File: config.mk
export PLATFORM = sky130hd
export DESIGN_NAME = clmt_divider
export DESIGN_NICKNAME = d
export VERILOG_FILES = /design/src/hdl/cluster_member_table_centroid_macros.svh /design/src/hdl/clmt_divider.sv
export SDC_FILE = /design/constraint.sdc
export NUM_CORES = 1
export LEC_CHECK = 0
export BUFFER_PORTS_ARGS = -buffer_cell sky130_fd_sc_hd__buf_2
export CORE_MARGIN = 2
export CORE_UTILIZATION = 48
export CTS_BUF_LIST = sky130_fd_sc_hd__clkbuf_8
export DETAILED_ROUTE_END_ITERATION = 10
export GPL_ROUTABILITY_DRIVEN = 0
export PLACE_DENSITY = 0.74
export SYNTH_ARGS = -nofsm -noshare
export SYNTH_HDL_FRONTEND = slang
export SYNTH_SLANG_ARGS = --single-unit
File: constraint.sdc
create_clock -name clock -period 2.5 [get_ports clock]
set_clock_uncertainty 0.1 [all_clocks]
set_input_delay 0.25 -clock clock [delete_from_list [all_inputs] [get_ports clock]]
set_output_delay 0.25 -clock clock [all_outputs]
set_load 0.005 [all_outputs]
File: src/hdl/cluster_member_table_centroid_macros.svh
// Assertion macros for the cluster member table.
`ifndef CLUSTER_MEMBER_TABLE_CENTROID_MACROS_SVH
`define CLUSTER_MEMBER_TABLE_CENTROID_MACROS_SVH
`ifndef NO_ASSERTIONS
// Same-cycle implication.
`define CLMT_ASSERT_IMPL(lbl, clk, rst, ante, cons) \
   lbl: assert property (@(posedge clk) disable iff (rst) (ante) |-> (cons)) \
      else $error("cluster member table assertion failed");
// Next-cycle implication.
`define CLMT_ASSERT_NEXT(lbl, clk, rst, ante, cons) \
   lbl: assert property (@(posedge clk) disable iff (rst) (ante) |=> (cons)) \
      else $error("cluster member table assertion failed");
`else
`define CLMT_ASSERT_IMPL(lbl, clk, rst, ante, cons)
`define CLMT_ASSERT_NEXT(lbl, clk, rst, ante, cons)
`endif
`endif

File: src/hdl/clmt_divider.sv
// Bit-serial signed by unsigned divider, truncating toward zero.
`default_nettype none
module clmt_divider #(
   parameter int SW = 41,
   parameter int CW = 9
) (
   input  wire logic          clock,
   input  wire logic          reset,
   input  wire logic          start,
   input  wire logic [SW-1:0] dividend,
   input  wire logic [CW-1:0] divisor,
   output logic               done,
   output logic [31:0]        quotient
);
   localparam int NW = $clog2(SW + 1);

   logic          busy_ff, busy_in;
   logic          done_ff, done_in;
   logic          neg_ff, neg_in;
   logic [NW-1:0] cnt_ff, cnt_in;
   logic [SW-1:0] quo_ff, quo_in;
   logic [CW:0]   rem_ff, rem_in;
   logic [CW:0]   shifted;
   logic [SW-1:0] signed_quo;

   // One quotient bit per cycle, restoring form on the magnitude.
   always_comb begin
      busy_in = busy_ff;
      done_in = 1'b0;
      neg_in  = neg_ff;
      cnt_in  = cnt_ff;
      quo_in  = quo_ff;
      rem_in  = rem_ff;
      shifted = {rem_ff[CW-1:0], quo_ff[SW-1]};
      if (start) begin
         busy_in = 1'b1;
         neg_in  = dividend[SW-1];
         quo_in  = dividend[SW-1] ? (~dividend + SW'(1)) : dividend;
         rem_in  = '0;
         cnt_in  = NW'(SW);
      end else if (busy_ff) begin
         if (shifted >= {1'b0, divisor}) begin
            rem_in = shifted - {1'b0, divisor};
            quo_in = {quo_ff[SW-2:0], 1'b1};
         end else begin
            rem_in = shifted;
            quo_in = {quo_ff[SW-2:0], 1'b0};
         end
         cnt_in = cnt_ff - NW'(1);
         if (cnt_ff == NW'(1)) begin
            busy_in = 1'b0;
            done_in = 1'b1;
         end
      end
   end

   always_ff @(posedge clock) begin
      if (reset) begin
         busy_ff <= 1'b0;
         done_ff <= 1'b0;
      end else begin
         busy_ff <= busy_in;
         done_ff <= done_in;
      end
      neg_ff <= neg_in;
      cnt_ff <= cnt_in;
      quo_ff <= quo_in;
      rem_ff <= rem_in;
   end

   // Restore the sign of the quotient.
   assign signed_quo = neg_ff ? (~quo_ff + SW'(1)) : quo_ff;
   assign quotient   = signed_quo[31:0];
   assign done       = done_ff;
endmodule
`default_nettype wire

; Yosys cells after proc, flatten, opt, wreduce, memory -nomap -nowiden
; Index checks and enable logic that the tools add are counted.
[op_classes]
n_addsub = 4
bitwise_logic = 3
order_cmp = 1
n_reduce_logical = 2
muxes = 10
n_eq_ne = 1
[op_table]
columns = operator, n
row1 = 41-bit 2-to-1 mux, 3
row2 = "41-bit by 1-bit adder with 41-bit output, second input constant", 1
row3 = 41-bit NOT, 1
row4 = "32-bit by 1-bit adder with 32-bit output, second input constant", 1
row5 = 32-bit 2-to-1 mux, 1
row6 = 32-bit NOT, 1
row7 = 10-bit by 9-bit >= comparator with 1-bit output, 1
row8 = 9-bit 2-to-1 mux, 1
row9 = 9-bit subtractor, 1
row10 = "6-bit by 1-bit equality test with 1-bit output, second input constant", 1
row11 = "6-bit by 1-bit subtractor with 6-bit output, second input constant", 1
row12 = 1-bit 2-to-1 mux, 5
row13 = 3-bit OR reduction, 1
row14 = 2-bit nonzero test, 1
row15 = 1-bit NOT, 1
[totals]
elab_cells = 27
ff_bits = 59
in_bits = 53

; Longest topological paths before layout
; Gate-level depths: netlist (run 1).
[depth]
word_depth = 4
mapped_depth = 11

; Worst setup path before layout (run 1)
; OpenSTA, ideal clock, no wires.
[synth_path]
path_kind = register to output
start = reg quo_ff[23]
end = out quotient[31]
required_time_ns = 2.150
t_arrival_ns = 2.311
path_slack_ns = -0.161
path_stages_with_launch = 7
cell_sequence = edfxtp_1 or4_4 or4_1 or2_1 or3_4 o31ai_4 xnor2_1
[synth_between]
elab_chain_len = 3
[synth_lines]
columns = element, line
row1 = "start, declared", clmt_divider.sv:21  ; logic [SW-1:0] quo_ff, quo_in;
row2 = "start signal, assigned", clmt_divider.sv:67  ; quo_ff <= quo_in;
row3 = 32-bit NOT, clmt_divider.sv:72  ; assign signed_quo = neg_ff ? (~quo_ff + SW'(1)) : quo_ff;
row4 = 32-bit by 1-bit adder with 32-bit output, clmt_divider.sv:72
row5 = 32-bit 2-to-1 mux, clmt_divider.sv:72
row6 = "end, declared", clmt_divider.sv:13  ; output logic [31:0] quotient
; No other way between the ends.

; Worst setup path in the final report (run 1)
[layout_path]
start = reg quo_ff[20]
end = out quotient[31]
; Same word-level chain as after synthesis.

==> flow_summary_export.csv, run 1 <==
group,metric,value,unit
sta,clock.fmax,0.316,GHz
critical_path,cpMostUsedCell,"or4_4",
sta,finalWorstSetupSlack,-0.660,ns
global_routing,grt-ovfl-total,0,
hold_path,hp-class,"in2reg",
placement,pre_cts_slack,-0.343,ns
floorplan,die_y,98.7,um
layout,synthToLayoutAreaGrowth,34.3,%
placement,port_buffers,85,
clock_tree,clkTransAtPathRegs,0.07,ns
sta,rsz0062_at_grt,"true",
power_and_ir_drop,power_density,492,nW/um^2
global_routing,grt_pass1_wl,18.0,mm
clock_tree,root_buffer,"clkbuf_8",
sta,worst_pin_slew,0.672,ns
sta,drv_slew,0,
drt,vias_per_cell,5.56,
critical_path,critPathSlowestCell,"or4_4",
critical_path,crit_start,"quo_ff[20]$_DFFE_PP_",
yosys,synth_warnings,0,
drt,avgRoutedWirePerCell,15.0,um
clock_tree,cts_sinks,59,
clock_tree,cts_tree,"done",
drt,wl_met1,4.61,mm
critical_path,ff2ff_setup_slack,0.08,ns
drt,wl_met2,5.50,mm
yosys,syn-num-nets,548,
clock_tree,insertion_delay,0.35,ns
placement,place_area,5150,sq um
floorplan,ioPinCount,86,
global_routing,grt_use_total,22.7,%
critical_path,r2r-start,"quo_ff[40]$_DFFE_PP_",
floorplan,placementRows,34,
yosys,ys_async_sr_fraction,0,%
drt,routed_wirelength,10.9,mm
power_and_ir_drop,power.total,2.84,mW
outcome,violations,"negative setup slack",
yosys,synth_cell_type_count,55,
yosys,synth_cells,481,
global_routing,grt_max_degree,71,
outcome,run_status,"finished with violations",
layout,nNetsFinal,683,
clock_tree,cts_max_level,3,
yosys,syn_area,4300,sq um
sta,finalCriticalPeriod,3.16,ns
floorplan,start_util,49.3,%
global_routing,grt_pass1_vias,3851,
yosys,synth_ff_type,"edfxtp_1",
floorplan,dieArea,9730,sq um
clock_tree,cts_max_path_buffers,2,
layout,antennaDiodeCount,0,
critical_path,reg2reg_to,"rem_ff[1]$_SDFFE_PP0P_",
layout,layout_commonest_cell,"buf_2",
layout,stdcell_area,5780,sq um
sta,hold_viol_final,0,
critical_path,critPathKind,"reg2out",
global_routing,antenna_found_initial,2,
critical_path,cpPeakStageDelay,0.56,ns
critical_path,endpoint_kind,"output port",
critical_path,cp-start-kind,"register",
sta,setup_tns,-5.96,ns
drt,dr.pass1.iters,5,
drt,drtIter0Drc,183,
sta,setup_violations,20,
sta,period_share,126,%
critical_path,critPathBufInv,1,
critical_path,worstPathCellList,"or4_4 -> or4_4 -> or2_4 -> or3_4 -> o31ai_4 -> xnor2_1 -> buf_2",
yosys,seq_area_frac_synth,37.2,%
yosys,ys_ff_latch,59,
drt,antenna_left,0,
power_and_ir_drop,p_leak,2.33,nW
critical_path,r2r_cells,11,
yosys,synth-edff-count,42,
hold_path,hold_depth,3,
layout,utilization,66.2,%
floorplan,core_area,8720,sq um
clock_tree,numCtsBuffers,9,
flow_run,cap_violations,0,
critical_path,critical_path_arrival,2.81,ns
yosys,synth_area_per_cell,8.94,sq um
sta,maxSlewHeadroom,55.2,%
layout,nFillCells,705,
placement,hpwlAfterDp,7.89,mm
drt,top_layer,"met5",
floorplan,die_w,98.7,um
hold_path,min_from,"dividend[0]",
critical_path,crit_family,"simple AND/OR/NAND/NOR gates",
drt,met3_length,558,um
critical_path,crit_required,2.15,ns
critical_path,crit_fanout,3,
hold_path,whs_endpoint,"quo_ff[0]$_DFFE_PP_",
drt,vias,4056,
layout,layout-drive-gt1-share,34.1,%
power_and_ir_drop,ir_drop,0.000340,V
layout,final_cell_mix,"buf_2, nor2_1, buf_4, edfxtp_1, a21oi_1",
drt,drcViolationCount,0,
## worst min-delay path, delay by kind of cell
kind	cells	cell delay, ns
buffers and inverters	2	0.15
AOI/OAI and AO/OA	1	0.11
## worst max-delay path by stage
stage                     cells past startpoint            to  slack, ns
after CTS                                     7  quotient[31]      -0.65
after global placement                        7  quotient[31]      -0.29
after detailed placement                      7  quotient[31]      -0.34
after floorplan                               6  quotient[31]      -0.16
final                                         7  quotient[31]      -0.66
after global routing                          7  quotient[31]      -0.73
## through the flow
| stage | hold WS (ns) | cells |
|---|---|---|
| finish | 0.185 | 729 |
| global placement | 0.326 | 702 |
| floorplan | 0.229 | 481 |
| global route | 0.223 | 729 |
| detailed placement | 0.328 | 702 |
| CTS | 0.176 | 726 |
## state kept, by name (all words and copies together), names as in the netlist
signal / flops
quo_ff: 41
busy_ff: 1
done: 1
neg_ff: 1
cnt_ff: 6
rem_ff: 9
## per-layer routing
| metal | track usage (%) | vias up |
|---|---|---|
| met2 | 38.5 | 112 |
| met5 | 0 | - |
| met1 | 29.4 | 1891 |
| li1 | - | 2028 |
| met4 | 7.27 | 2 |
| met3 | 4.11 | 23 |
## what timing repair did
action | 4_1_cts | 5_1_grt
gates resized for setup | 59 | 19
hold endpoints to repair | 1 | 0
hold buffers | 1 | 0
pin swaps | 23 | 20
endpoints found under the setup margin | 32 | 34
buffers inserted | 7 | 3
## kinds of logic after synthesis
| group | Yosys count | synth area share, % |
|---|---|---|
| AOI/OAI and AO/OA | 127 | 18.6 |
| xor gates and xnor gates | 76 | 15.5 |
| adders and majority gates | 14 | 4.25 |
| buffers and inverters | 43 | 3.84 |
| DFF | 59 | 37.2 |
| muxes | 9 | 2.12 |
| and+or+nand+nor | 153 | 18.5 |
## synth_stat cells (all sizes together), types with 3 or more instances
cell	count	share of area [%]
nor3	10	1.2
edfxtp	42	29
o2111ai	3	0.61
a21oi	42	4.9
o41ai	8	1.6
a211oi	4	0.70
nand2b	7	1.0
or3	9	1.4
nand2	28	2.4
nor4	3	0.44
nand4	6	1.2
or4	8	1.5
mux2i	8	1.9
buf	3	0.35
o21ai	33	3.8
o31ai	22	4.2
clkbuf	18	1.6
dfxtp	17	7.9
ha	13	3.8
nor4b	4	1.2
a21o	3	0.52
xor2	37	7.5
xnor2	39	7.9
nand3	6	0.70
nor2	58	5.1
inv	22	1.9
## cell type report
type	instances	area, sq um	area share [%]
inverter	22	82.6	1.43
clock inverter	7	55.1	0.953
sequential	59	1600	27.7
clock buffer	9	124	2.14
multi-input combinational	379	2860	49.5
tap	108	135	2.34
timing repair buffer	145	916	15.9
## power breakdown
| group | switching (mW) | internal [mW] | total (mW) |
|---|---|---|---|
| Combinational | 0.419 | 0.407 | 0.825 |
| Clock | 0.409 | 0.363 | 0.772 |
| Sequential | 0.0798 | 1.16 | 1.24 |
| Total | 0.908 | 1.93 | 2.84 |
(Power assumes the default switching activity.)
==> run 2: changes to the inputs <==
BUFFER_PORTS_ARGS = not set   (was -buffer_cell sky130_fd_sc_hd__buf_2)
DONT_BUFFER_PORTS = 1   (was not set)
HOLD_SLACK_MARGIN = 0.12   (was not set)
PLACE_DENSITY = 0.65   (was 0.74)
==> run 2 against run 1 <==
  * The run still ends with negative setup slack left
  * Global-route usage is 0.93 points higher
  * Flip-flop and latch count stayed put
  * Routed wire length is 6.6% higher
  * Setup slack better by 0.12 ns
  * Sequential share of layout area is 0.33 points higher
  * Sequential power hardly changed
  * Maximum frequency is 4.0% higher
==> flow_summary_export.csv, run 2 (synthesis results as in run 1) <==
group,metric,value,unit
floorplan,ioPinCount,86,
drt,vias,3887,
sta,finalCriticalPeriod,3.04,ns
clock_tree,root_buffer,"clkbuf_8",
sta,drv_slew,0,
layout,final_cell_mix,"nor2_1, buf_4, edfxtp_1, a21oi_1, xor2_1",
layout,final_cells,671,
sta,hold_viol_final,0,
flow_run,cap_violations,0,
drt,antenna_left,0,
layout,synthToLayoutAreaGrowth,32.7,%
clock_tree,cts_sinks,59,
critical_path,crit_family,"simple AND/OR/NAND/NOR gates",
drt,vias_per_cell,5.79,
floorplan,die_w,98.7,um
drt,avgRoutedWirePerCell,17.4,um
outcome,run_status,"finished with violations",
critical_path,critPathKind,"reg2out",
sta,clock.fmax,0.329,GHz
clock_tree,clkTransAtPathRegs,0.07,ns
critical_path,cp-start-kind,"register",
global_routing,grt_pass1_vias,3798,
drt,drtIter0Drc,175,
layout,antennaDiodeCount,0,
clock_tree,cts_max_path_buffers,2,
floorplan,placementRows,34,
power_and_ir_drop,power_density,472,nW/um^2
layout,layout-drive-gt1-share,22.2,%
drt,drcViolationCount,0,
clock_tree,cts_max_level,3,
sta,setup_violations,13,
critical_path,worstPathCellList,"or4_4 -> or4_4 -> or2_4 -> or3_4 -> o31ai_4 -> xnor2_1",
global_routing,grt_use_total,23.6,%
power_and_ir_drop,power.total,2.70,mW
layout,nNetsFinal,625,
clock_tree,cts_tree,"done",
sta,hold_ws,0.113,ns
placement,hpwlAfterDp,7.27,mm
drt,routed_wirelength,11.6,mm
global_routing,grt-ovfl-total,0,
critical_path,crit_fanout,2,
floorplan,core_area,8720,sq um
critical_path,cpMostUsedCell,"or4_4",
layout,largest-register,"quo_ff",
floorplan,start_util,49.3,%
critical_path,crit_required,2.15,ns
sta,worst_pin_slew,0.679,ns
clock_tree,numCtsBuffers,9,
placement,place_inst,604,
critical_path,critPathSlowestCell,"or4_4",
sta,period_share,122,%
critical_path,ff2ff_setup_slack,-0.01,ns
outcome,violations,"negative setup slack",
sta,finalWorstSetupSlack,-0.539,ns
critical_path,critPathBufInv,0,
sta,setup_tns,-3.43,ns
sta,maxSlewHeadroom,54.4,%
layout,reg_top3,"quo_ff: 41 flops, rem_ff: 9 flops, cnt_ff: 6 flops",
critical_path,endpoint_kind,"output port",
clock_tree,insertion_delay,0.35,ns
layout,largest_register_ffs,41,
layout,utilization,65.4,%
power_and_ir_drop,ir_drop,0.000303,V
placement,port_buffers,0,
drt,dr.pass1.iters,5,
power_and_ir_drop,p_leak,2.17,nW
critical_path,cpPeakStageDelay,0.54,ns
layout,layout_commonest_cell,"nor2_1",
sta,rsz0062_at_grt,"true",
global_routing,grt_pass1_wl,18.3,mm
critical_path,critical_path_arrival,2.69,ns
global_routing,grt_max_degree,96,
global_routing,antenna_found_initial,0,
floorplan,dieArea,9730,sq um
hold_path,hp-class,"in2reg",
floorplan,die_y,98.7,um
==> run 2: cell types whose count changed in the layout (fill, tap and decap cells not counted), moves of 5 or more <==
cell,change
xnor2_1,-7
buf_4,-6
o21ai_0,-5
dlygate4sd3_1,+33
buf_2,-85
xnor2_2,+7
==> run 2: path summary, 6_finish.rpt <==
check                              start                endpoint  depth (start not counted)
setup / recovery    quo_ff[20]$_DFFE_PP_            quotient[31]                          6
setup reg to reg    quo_ff[40]$_DFFE_PP_  rem_ff[0]$_SDFFE_PP0P_                         10
hold / removal               dividend[1]     quo_ff[1]$_DFFE_PP_                          2
hold reg to reg   rem_ff[8]$_SDFFE_PP0P_  rem_ff[8]$_SDFFE_PP0P_                          2
==> run 2: cell type report <==
type | instances | area [sq um]
repair buffers | 87 | 801
flip-flops and latches | 59 | 1600
well taps | 108 | 135
clock buffers | 9 | 124
inverters | 22 | 82.6
multi-input cells | 379 | 2930
fillers | 703 | 3010
clock inverters | 7 | 30.0
==> run 2: worst register-to-register path: stages (launching register included) <==
cell and delay, ns:
edfxtp_1 0.39, inv_2 0.11, ha_4 0.14, inv_2 0.04
fa_2 0.39, a21oi_2 0.19, o21ai_2 0.10, a2111oi_4 0.41
nor2_4 0.09, mux2_4 0.31, a211oi_2 0.17
==> run 2: repair_timing <==
| action | 4_1_cts | 5_1_grt |
|---|---|---|
| hold buffers | 34 | 1 |
| cloned | 0 | 0 |
| resized for setup | 42 | 50 |
| buffers inserted | 8 | 9 |
| endpoints found under the hold margin | 54 | 1 |
| setup endpoints to repair | 27 | 30 |
| pin swaps | 20 | 19 |
==> run 2: per-stage QoR <==
| step | instance area [sq um] | worst slack (ns) |
|---|---|---|
| final | 5710 | -0.539 |
| after CTS | 5400 | -0.518 |
| after detailed placement | 4640 | -0.245 |
| after global placement | 4640 | -0.242 |
| after floorplan | 4300 | -0.161 |
| after global routing | 5710 | -0.602 |
==> run 2: layer usage <==
metal / track usage, % / up-vias / routed length (um)
li1: - / 1902 / -
met1: 27.7 / 1850 / 4720
met2: 42.5 / 110 / 6070
met3: 5.11 / 25 / 588
met4: 8.22 / 0 / 260
met5: 0 / - / 0
==> run 2: power by group <==
part           switching (mW)  internal (mW)  total (mW)
logic                   0.372          0.357       0.730
registers              0.0836           1.16        1.25
clock network           0.380          0.340       0.720
total                   0.836           1.86        2.70
